## config.mk

```make
export PLATFORM = sky130hd
export DESIGN_NAME = prst_front
export DESIGN_NICKNAME = d
export VERILOG_FILES = /design/src/sv/prst_pkg.sv /design/src/sv/prst_front.sv
export SDC_FILE = /design/constraint.sdc
export NUM_CORES = 1
export LEC_CHECK = 0
export ABC_AREA = 0
export BUFFER_PORTS_ARGS = -buffer_cell sky130_fd_sc_hd__buf_2
export CAP_MARGIN = 40
export CORE_ASPECT_RATIO = 1.25
export CORE_MARGIN = 2
export CORE_UTILIZATION = 30
export DETAILED_ROUTE_END_ITERATION = 6
export GPL_TIMING_DRIVEN = 0
export PLACE_DENSITY_LB_ADDON = 0.2
export SETUP_SLACK_MARGIN = 0.02
export SYNTH_ARGS = -nofsm -noshare
export SYNTH_HDL_FRONTEND = slang
export SYNTH_SLANG_ARGS = --single-unit
```

## constraint.sdc

```tcl
create_clock -name clk -period 7.4 [get_ports clk]
set_input_delay 0.37 -clock clk [delete_from_list [all_inputs] [get_ports clk]]
set_output_delay 0.37 -clock clk [all_outputs]
set_load 0.02 [all_outputs]
```

## src/sv/prst_pkg.sv

```systemverilog
package prst_pkg;

	localparam int CORDIC_STAGES = 18;

	localparam int XW = 31;
	localparam int ZW = 32;
	localparam int OW = 42;
	localparam int TW = 43;
	localparam int FRAC_ROT = 28;
	localparam int FRAC_SCALE = 16;

	localparam logic signed [XW-1:0] INV_GAIN = XW'(163008218);

	localparam int Q_OFS_FULL = 5826;
	localparam logic [20:0] ANG_OFS = 21'(90 * Q_OFS_FULL);
	localparam logic [9:0] Q_OFS = 10'(Q_OFS_FULL % 1024);
	localparam logic [21:0] RECIP_90 = 22'd2982617;
	localparam int RECIP_SH = 28;
	localparam int QW = 15;

	typedef enum logic [1:0] {
		CMD_MOVE   = 2'd0,
		CMD_ROTATE = 2'd1,
		CMD_SCALE  = 2'd2,
		CMD_PASS   = 2'd3
	} cmd_t;

	typedef struct packed {
		cmd_t               cmd;
		logic signed [31:0] vertex_x;
		logic signed [31:0] vertex_y;
		logic signed [31:0] centre_x;
		logic signed [31:0] centre_y;
		logic signed [31:0] target_x;
		logic signed [31:0] target_y;
		logic signed [19:0] angle;
		logic signed [23:0] scale_factor;
	} pt_in_t;

	typedef struct packed {
		cmd_t               cmd;
		logic               flip;
		logic signed [33:0] base_x;
		logic signed [33:0] base_y;
		logic signed [32:0] dx;
		logic signed [32:0] dy;
		logic signed [23:0] sf;
	} pl_t;

	typedef struct packed {
		logic signed [31:0] result_x;
		logic signed [31:0] result_y;
		logic               overflow;
	} pt_out_t;

	localparam logic signed [ZW-1:0] ATAN_TAB [32] = '{
		32'sd536870912, 32'sd316933406, 32'sd167458907, 32'sd85004756,
		32'sd42667331, 32'sd21354465, 32'sd10679838, 32'sd5340245,
		32'sd2670163, 32'sd1335087, 32'sd667544, 32'sd333772,
		32'sd166886, 32'sd83443, 32'sd41722, 32'sd20861,
		32'sd10430, 32'sd5215, 32'sd2608, 32'sd1304,
		32'sd652, 32'sd326, 32'sd163, 32'sd81,
		32'sd41, 32'sd20, 32'sd10, 32'sd5,
		32'sd3, 32'sd1, 32'sd1, 32'sd0
	};

	function automatic logic signed [ZW-1:0] atan_at(input int i);
		logic [4:0] idx;
		idx = i[4:0];
		if (i < 32) begin
			return ATAN_TAB[idx];
		end
		return '0;
	endfunction

	typedef logic [89:0][22:0] theta_tab_t;

	function automatic theta_tab_t gen_theta_tab();
		theta_tab_t t;
		logic [63:0] n;
		for (int i = 0; i < 90; i++) begin
			n = (64'(i) * 64'd4194304 + 64'd45) / 64'd90;
			t[i] = n[22:0];
		end
		return t;
	endfunction

	localparam theta_tab_t THETA_TAB = gen_theta_tab();

endpackage

```

## src/sv/prst_front.sv

```systemverilog
module prst_front import prst_pkg::*; (
	input  logic                 clk,
	input  logic                 arst_n,
	input  logic                 in_valid,
	output logic                 in_ready,
	input  pt_in_t               in_data,
	output logic                 out_valid,
	input  logic                 out_ready,
	output logic signed [ZW-1:0] out_z,
	output pl_t                  out_pl
);

	logic v_s1, v_s2, v_s3;
	logic en1, en2, en3;
	pl_t pl_d, pl_f, pl_s1, pl_s2, pl_s3;
	logic [20:0] au_s1, au_s2;
	logic [QW-1:0] q_s2;
	logic signed [ZW-1:0] z_s3;
	logic signed [33:0] vx_e, vy_e, cx_e, cy_e, tx_e, ty_e;
	logic [42:0] prod;
	logic [20:0] rem;
	logic [6:0] m;
	logic [9:0] th_hi;
	logic [31:0] theta;

	assign en3 = !v_s3 || out_ready;
	assign en2 = !v_s2 || en3;
	assign en1 = !v_s1 || en2;
	assign in_ready = en1;

	always_comb begin
		vx_e = 34'(in_data.vertex_x);
		vy_e = 34'(in_data.vertex_y);
		cx_e = 34'(in_data.centre_x);
		cy_e = 34'(in_data.centre_y);
		tx_e = 34'(in_data.target_x);
		ty_e = 34'(in_data.target_y);
		pl_d.cmd = in_data.cmd;
		pl_d.flip = 1'b0;
		pl_d.dx = 33'(in_data.vertex_x) - 33'(in_data.centre_x);
		pl_d.dy = 33'(in_data.vertex_y) - 33'(in_data.centre_y);
		pl_d.sf = in_data.scale_factor;
		case (in_data.cmd)
			CMD_MOVE: begin
				pl_d.base_x = vx_e + tx_e - cx_e;
				pl_d.base_y = vy_e + ty_e - cy_e;
			end
			CMD_ROTATE, CMD_SCALE: begin
				pl_d.base_x = cx_e;
				pl_d.base_y = cy_e;
			end
			default: begin
				pl_d.base_x = vx_e;
				pl_d.base_y = vy_e;
			end
		endcase
	end

	assign prod = 43'(au_s1) * 43'(RECIP_90);
	assign rem = au_s2 - 21'(q_s2) * 21'd90;
	assign m = rem[6:0];
	assign th_hi = q_s2[9:0] - Q_OFS;
	assign theta = {th_hi, 22'd0} + 32'(THETA_TAB[m]);

	always_comb begin
		pl_f = pl_s2;
		pl_f.flip = theta[31] ^ theta[30];
	end

	always_ff @(posedge clk or negedge arst_n) begin
		if (!arst_n) begin
			v_s1 <= 1'b0;
			v_s2 <= 1'b0;
			v_s3 <= 1'b0;
		end else begin
			if (en1) v_s1 <= in_valid;
			if (en2) v_s2 <= v_s1;
			if (en3) v_s3 <= v_s2;
		end
	end

	always_ff @(posedge clk) begin
		if (en1) begin
			pl_s1 <= pl_d;
			au_s1 <= 21'(in_data.angle) + ANG_OFS;
		end
		if (en2) begin
			pl_s2 <= pl_s1;
			au_s2 <= au_s1;
			q_s2 <= prod[RECIP_SH +: QW];
		end
		if (en3) begin
			pl_s3 <= pl_f;
			z_s3 <= {theta[30], theta[30:0]};
		end
	end

	assign out_valid = v_s3;
	assign out_z = z_s3;
	assign out_pl = pl_s3;

endmodule

```

Word-level counts from Yosys, hierarchy flattened

Memory sizes are Yosys's and may differ from the RTL's.
Cells that the tools add are included.

Register bits: 558
ROM bits: 2944
Memories: 1

$add $sub $neg: 10
Multiply operators: 2
$lt $le $gt $ge: 1
Eq/ne operators: 2
Muxes and demuxes: 2
Bitwise operators: 1
Reduce and logical (&&, ||, !) cells: 8

Memory list:

| name             | depth | bits a word | read ports | clocked after Yosys merged registers in | write ports | RTL line         | source |
|---|---|---|---|---|---|---|---|
| (name not given) | 128   | 23          | 1          | 0                                       | 0           | prst_front.sv:63 | `assign theta = {th_hi, 22'd0} + 32'(THETA_TAB[m]);` |

Operator list:

| operator               | count |
|---|---|
| $pmux 68 s2            | 1 |
| $sub 33x32->34         | 2 |
| $add 32x32->33         | 2 |
| $sub 32x32->33         | 2 |
| $mul 21x22->43 const B | 1 |
| $add 32x23->32         | 1 |
| $mux 23                | 1 |
| $add 21x20->21 const B | 1 |
| $mul 15x6->6 const B   | 1 |
| $sub 10x10->10 const B | 1 |
| $lt 7x8->1 const B     | 1 |
| $sub 7x7->7            | 1 |
| $logic_not 1->1        | 3 |
| $logic_or 1x1->1       | 3 |
| $eq 2x1->1 const B     | 1 |
| $eq 2x2->1 const B     | 1 |
| $logic_not 2->1        | 1 |
| $reduce_or 2->1        | 1 |
| $xor 1x1->1            | 1 |

Depth between registers and ports, before layout

Gate-level depths: netlist of run 1.

Depth after elaboration: 6
Gate-level depth with buffers: 23
Depth with buffers taken out: 23

Worst setup path after synthesis of run 1

No wires, ideal clock.

Kind: reg-to-reg
From: reg v_s3 (netlist: out_valid)
To: reg au_s1[0], enable pin
Library setup time: 2.372 ns
Data arrival time: 5.658 ns
Slack: -0.630 ns
Stages on the path, launching flop included: 2
Period minus slack after synthesis: 8.030 ns
Cell sequence: dfrtp_1 > nand4b_1

Cells in the longest elaborated chain, start to end: 4

RTL lines:

| what                   | RTL line         | source |
|---|---|---|
| from (decl)            | prst_front.sv:13 | `logic v_s1, v_s2, v_s3;` |
| from (signal assigned) | prst_front.sv:78 | `if (en3) v_s3 <= v_s2;` |
| $logic_not 1->1        | prst_front.sv:26 | `assign en3 = !v_s3 \|\| out_ready;` |
| $logic_or 1x1->1       | prst_front.sv:26 |  |
| $logic_or 1x1->1       | prst_front.sv:27 | `assign en2 = !v_s2 \|\| en3;` |
| $logic_or 1x1->1       | prst_front.sv:28 | `assign en1 = !v_s1 \|\| en2;` |
| net in_ready           | prst_front.sv:5  | `output logic in_ready,` |
| to (signal assigned)   | prst_front.sv:85 | `au_s1 <= 21'(in_data.angle) + ANG_OFS;` |
| to (decl)              | prst_front.sv:16 | `logic [20:0] au_s1, au_s2;` |

The timed path passes the listed nets, and every way through them passes these cells.
A chain may end at the register's enable or synchronous reset.

Worst setup path in the final report of run 1

From: reg au_s1[13]
To: reg q_s2[9], data pin

Cells in the longest elaborated chain, start to end: 1

RTL lines:

| what                 | RTL line         | source |
|---|---|---|
| $mul 21x22->43       | prst_front.sv:59 | `assign prod = 43'(au_s1) * 43'(RECIP_90);` |
| net prod[37]         | prst_front.sv:20 | `logic [42:0] prod;` |
| to (signal assigned) | prst_front.sv:90 | `q_s2 <= prod[RECIP_SH +: QW];` |
| to (decl)            | prst_front.sv:17 | `logic [QW-1:0] q_s2;` |

The timed path passes the listed nets, and every way through them passes these cells.

==> results of run 1 <==
## placed cells by master, fill, tap and decap left out, types with 41 or more instances in the layout
cell type      count
a221oi_1          41
o21ai_0           93
fa_1             189
buf_2            437
xnor2_1          103
clkbuf_16         66
inv_1            577
a21o_1            68
clkbuf_1          68
a21oi_1          203
dlygate4sd3_1     50
nand2_1          171
edfxtp_1         546
xor2_1            49
ha_1             316
nor2_1           113
## final timing paths
check	to	slack, ps	depth (start not counted)
min in group asynchronous	out_valid	620	3
setup reg to reg	q_s2[9]	540	20
hold reg to reg	out_pl[159]	410	0
max in group asynchronous	out_valid	6610	3
hold / removal	au_s1[8]	70	2
setup / recovery	q_s2[9]	540	20
## sequential cells by signal, summed over array words and instances (netlist names)
register	cells
v_s2	1
out_pl	161
au_s1	21
out_z	27
v_s1	1
q_s2	10
out_valid	1
au_s2	7
pl_f	160
pl_s1	160
## critical path, cell delays in order (launching register included)
cell       delay (ps)
edfxtp_1          520
ha_1              390
fa_1              550
inv_1              60
fa_1              490
inv_1              60
fa_1              560
fa_1              530
fa_1              540
inv_1              50
fa_1              540
inv_1              50
ha_1              300
nand4_1           140
nor2_1            190
a31oi_1           100
a31oi_1           400
o2111ai_1         240
a311oi_1          470
a311oi_1          180
xnor2_1           170
## layer usage
layer  wire length (um)  share of wire, %  vias to the layer above
li1                   -                 -                    11720
met1              41890                39                    11780
met2              54250                50                      627
met3               8025               7.4                      204
met4               3527               3.3                       56
met5                353              0.33                        -
## through the flow
| step | worst slack, ps | util (%) | TNS, ps | hold slack [ps] | cells |
|---|---|---|---|---|---|
| 5_1_grt | 235.4 | 36.70 | 0 | 44.20 | 5134 |
| 3_5_place_dp | 469.0 | 34.34 | 0 | 173.5 | 4964 |
| 2_1_floorplan | -547.1 | - | -99030 | 74.41 | 3003 |
| 3_3_place_gp | -6286 | 33.76 | -2108810 | 171.9 | 4919 |
| 4_1_cts | 440.5 | 36.70 | 0 | 1.001 | 5131 |
| 6_report | 544.5 | 36.71 | 0 | 70.92 | 5138 |
## cell families (layout without fill, tap and decap cells)
| logic type | count (synthesis) | count (layout) | share of synthesized area, % |
|---|---|---|---|
| buffers and inverters | 653 | 1301 | 7.161 |
| DFF | 549 | 549 | 47.44 |
| muxes | 9 | 9 | 0.3388 |
| AOI/OAI and AO/OA | 666 | 666 | 12.65 |
| other | 0 | 7 | 0 |
| adders and majority gates | 505 | 505 | 22.29 |
| and+or+nand+nor | 469 | 469 | 6.282 |
| xor gates and xnor gates | 152 | 152 | 3.835 |
## layout make-up
cell class / count / area (um2) / share of cell area, %
Antenna cell: 7 / 17.52 / 0.04157
Clock buffer: 76 / 1689 / 4.008
Sequential cell: 549 / 16470 / 39.09
Tap cell: 1480 / 1852 / 4.394
Inverter: 580 / 2177 / 5.166
Timing Repair Buffer: 531 / 3342 / 7.931
Buffer: 73 / 309.0 / 0.7334
Clock inverter: 41 / 514.2 / 1.220
Multi-Input combinational cell: 1801 / 15770 / 37.42
## what timing repair did
item                      CTS  global route
buffers inserted            0             0
hold endpoints to repair   51             0
hold buffers               50             0
==> flow_summary_export.csv, run 1 <==
group,metric,value,unit
global_routing,grt_pass1_vias,25220,
global_routing,grt_util_met1,20.51,%
route,vias,24380,
floorplan,ios,437,
synth,yosysSeqAreaShare,47.44,%
clock_network,clk_latency,660,ps
route,dr.first_iter.drc_count,1428,
synth,synthDistinctLibCells,88,
place,dp_hpwl,87450,um
setup_path,worst_setup_path_end_kind,"flop",
clock_network,cts_root_buf,"clkbuf_16",
synth,synth_most_common_cell,"inv_1",
final_layout,fill_cells,11470,
setup_path,critPathKind,"flop to flop",
status,status,"complete, no violations",
place,io_buffers,436,
global_routing,gr-max-usage-layer,"met2",
synth,yosysWarnings,0,
global_routing,grt_pass1_wl,157700,um
synth,synth_common_cells,"577 x inv_1, 546 x edfxtp_1, 316 x ha_1",
setup_path,required,7770,ps
synth,synth_area,0.03472,mm2
worst_hold_path,hp-class,"input port to flop",
synth,synthArstFlopShare,0.5464,%
synth,avgSynthCellArea,11.56,um2
synth,synthFlopType,"edfxtp_1",
clock_network,cts_tree,"built",
synth,ys_ff_latch,549,
final_layout,syn_to_final_growth,21.38,%
setup_path,arrival,7220,ps
setup_path,startpoint_type,"flop",
sta,max_slew_margin,42.34,%
route,drtPass1Iterations,6,
route,drc,0,
sta,fin_crit_sh,92.64,%
setup_path,worstPathMaxFanout,4,
synth,yosys.area.top_type,"edfxtp_1",
clock_network,clk_pin_slew,70,ps
sta,worstMarginPinSlew,864.9,ps
final_layout,drive_above_1_share,16.84,%
synth,synth-edff-count,546,
synth,synthCells,3003,
floorplan,start_util,30.25,%
sta,clock-skew-final,27.29,ps
floorplan,dieHeight,384.3,um
global_routing,grt_use_total,18.20,%
clock_network,htreeDepth,3,
synth,syn_nets,3750,
place,gp_congestion,0.9018,
worst_hold_path,min-delay-start,"in_data[32]",
clock_network,numCtsBuffers,66,
sta,rsz0062_at_grt,"false",
route,drt-total-wl,108000,um
sta,hold_violations,0,
clock_network,clockBufferDepth,3,
setup_path,cp-startpoint,"au_s1[13]",
flow_run,maxCapViolations,0,
sta,period_needed,6855,ps
final_layout,finalInstanceArea,0.04214,mm2
sta,slew_violations,0,
sta,setup_viol,0,
floorplan,die_x,308.3,um
sta,clock.fmax,0.1459,GHz
setup_path,r2r_start,"au_s1[13]",
global_routing,grt_max_degree,56,
floorplan,placeableCoreArea,0.1148,mm2
route,drt-wirelength-per-cell,21.03,um
synth,synthTopCellsByArea,"edfxtp_1 47%, ha_1 11%, fa_1 11%, inv_1 6.2%, a21oi_1 2.9%",
route,vias_per_cell,4.745,
route,ant_nets,0,
final_layout,num-nets-final,4349,
global_routing,grtUsageMet3,5.450,%
place,place_area,0.03942,mm2
global_routing,met2_usage,32.30,%
clock_network,cts_resized,0,
synth,yosys.area.top_type_share,47.23,%
global_routing,gr-total-overflow,0,
clock_network,cts_sinks,549,
global_routing,antenna_found_initial,53,
floorplan,die-area,0.1185,mm2
floorplan,rows,139,
Power of run 1 is left out: the tool's default activity adds up to more than one toggle a clock period on the data nets, which glitch-free logic cannot reach.
==> inputs of run 2 (changes only) <==
clock period = 7 ns   (was 7.4 ns; I/O delays follow)
==> run 2 against run 1 <==
  * Worst hold slack got worse by 7.9 ps
  * Utilization rose by 0.083 points
  * Final cell count rose by 0.18%
  * Worst setup slack got worse by 220 ps
  * Largest cell class unchanged
  * Non-clock buffer count rose by 8
  * Design area rose by 0.23%
  * The flow now finishes with violations (DRC)
  * Fmax rose by 2.7%
  * First-iteration DRC count rose by 1.6%
  * Global-route usage barely moved
  * Count of clock-buffer cells in the layout did not move
  * Clock skew fell by 3.3 ps
==> flow_summary_export.csv, run 2 (synthesis results as in run 1) <==
group,metric,value,unit
setup_path,arrival,7040,ps
sta,hold_ws,62.99,ps
sta,worstMarginPinSlew,855.4,ps
final_layout,regArea,0.01647,mm2
global_routing,grt_max_degree,56,
route,dr.first_iter.drc_count,1451,
floorplan,placeableCoreArea,0.1148,mm2
clock_network,htreeDepth,3,
sta,fin_ws,327.7,ps
clock_network,cts_root_buf,"clkbuf_16",
sta,rsz0062_at_grt,"false",
final_layout,num-nets-final,4357,
final_layout,drive_above_1_share,16.86,%
setup_path,required,7370,ps
global_routing,antenna_found_initial,53,
route,drt-wirelength-per-cell,21.02,um
worst_hold_path,hold_depth,2,
clock_network,clockBufferDepth,3,
global_routing,grt_pass1_wl,157700,um
sta,hold_violations,0,
sta,slew_violations,0,
route,drt-total-wl,108200,um
clock_network,clk_pin_slew,70,ps
global_routing,grt_pass1_vias,25240,
setup_path,r2r_setup_slack,330,ps
worst_hold_path,hp-class,"input port to flop",
clock_network,cts_tree,"built",
floorplan,rows,139,
setup_path,worst_setup_path_end_kind,"flop",
floorplan,ios,437,
worst_hold_path,hold_end,"au_s1[5]",
route,drc,1,
place,io_buffers,436,
flow_run,maxCapViolations,0,
setup_path,critPathKind,"flop to flop",
clock_network,numCtsBuffers,66,
clock_network,cts_setup_buffers,0,
global_routing,grt_use_total,18.20,%
sta,period_needed,6672,ps
sta,max_slew_margin,42.97,%
route,vias_per_cell,4.750,
status,status,"finished with violations",
route,drtPass1Iterations,7,
final_layout,layout_commonest_cell,"inv_1",
final_layout,largest_register_ffs,161,
final_layout,layout_common_cells,"577 x inv_1, 546 x edfxtp_1, 437 x buf_2, 316 x ha_1, 203 x a21oi_1",
route,ant_nets,0,
clock_network,clk_latency,660,ps
sta,setup_viol,0,
sta,clock-skew-final,23.99,ps
sta,fin_crit_sh,95.32,%
setup_path,r2r_start,"au_s1[13]",
route,vias,24450,
setup_path,r2r_end,"q_s2[9]",
floorplan,start_util,30.25,%
sta,clock.fmax,0.1499,GHz
final_layout,fill_cells,11460,
status,violations,"DRC",
final_layout,syn_to_final_growth,21.66,%
place,gp_congestion,0.9018,
floorplan,dieHeight,384.3,um
final_layout,multi_input_area,0.01578,mm2
setup_path,worstPathMaxFanout,4,
place,dp_hpwl,87450,um
final_layout,fin_util,36.80,%
floorplan,die_x,308.3,um
clock_network,cts_sinks,549,
place,pre_cts_slack,68.96,ps
setup_path,startpoint_type,"flop",
global_routing,gr-total-overflow,0,
floorplan,die-area,0.1185,mm2
worst_hold_path,min-delay-start,"in_data[29]",
setup_path,reg2regPathDepth,20,
-- run 2: worst max-delay path, cell delays in order (launching register included) --
cell and delay (ps):
edfxtp_1 520, ha_1 390, fa_1 550, inv_1 60, fa_1 490, inv_1 60, fa_1 570, fa_1 530
fa_1 540, inv_1 50, fa_1 540, inv_1 50, ha_1 300, nand4_1 140, nor2_1 190, a31oi_1 120
a31oi_2 310, o2111ai_1 230, a311oi_2 380, a311oi_1 170, xnor2_1 170
-- run 2: per-stage QoR --
step	instance area, um2	TNS [ps]	cells
final	42240	0	5147
after global routing	42220	0	5142
after CTS	42200	0	5139
after detailed placement	39420	0	4964
after global placement	38750	-2317790	4919
after floorplan	34720	-171430	3003
-- run 2: area by class of cell --
type,instances,share of cell area (%)
plain buffers,73,0.7317
multi-input cells,1801,37.36
well taps,1480,4.384
clock buffers,76,3.999
diodes,8,0.04740
clock inverters,41,1.218
repair buffers,539,8.102
flip-flops and latches,549,39.00
inverters,580,5.155
-- run 2: metal layers --
metal	vias up	part of all wire, %	global-route usage [%]
met5	-	0.32	0
met4	56	3.3	6.667
met3	212	7.6	5.450
met2	624	50	32.29
met1	11830	39	20.51
li1	11730	-	-
-- run 2: how the worst max path moves through the flow --
stage	startpoint	to	slack, ps
after floorplan	out_valid	au_s1[0]	-950
after global placement	out_ready	pl_s1[30]	-6670
after detailed placement	au_s1[13]	q_s2[9]	70
after CTS	au_s1[13]	q_s2[9]	40
after global routing	au_s1[13]	q_s2[9]	70
final	au_s1[13]	q_s2[9]	330
-- run 2: what timing repair did --
item	CTS	global route
hold endpoints to repair	59	0
hold buffers	58	0
setup endpoints to repair	0	3
gates resized for setup	0	2
Power of run 2 is left out for the same reason.
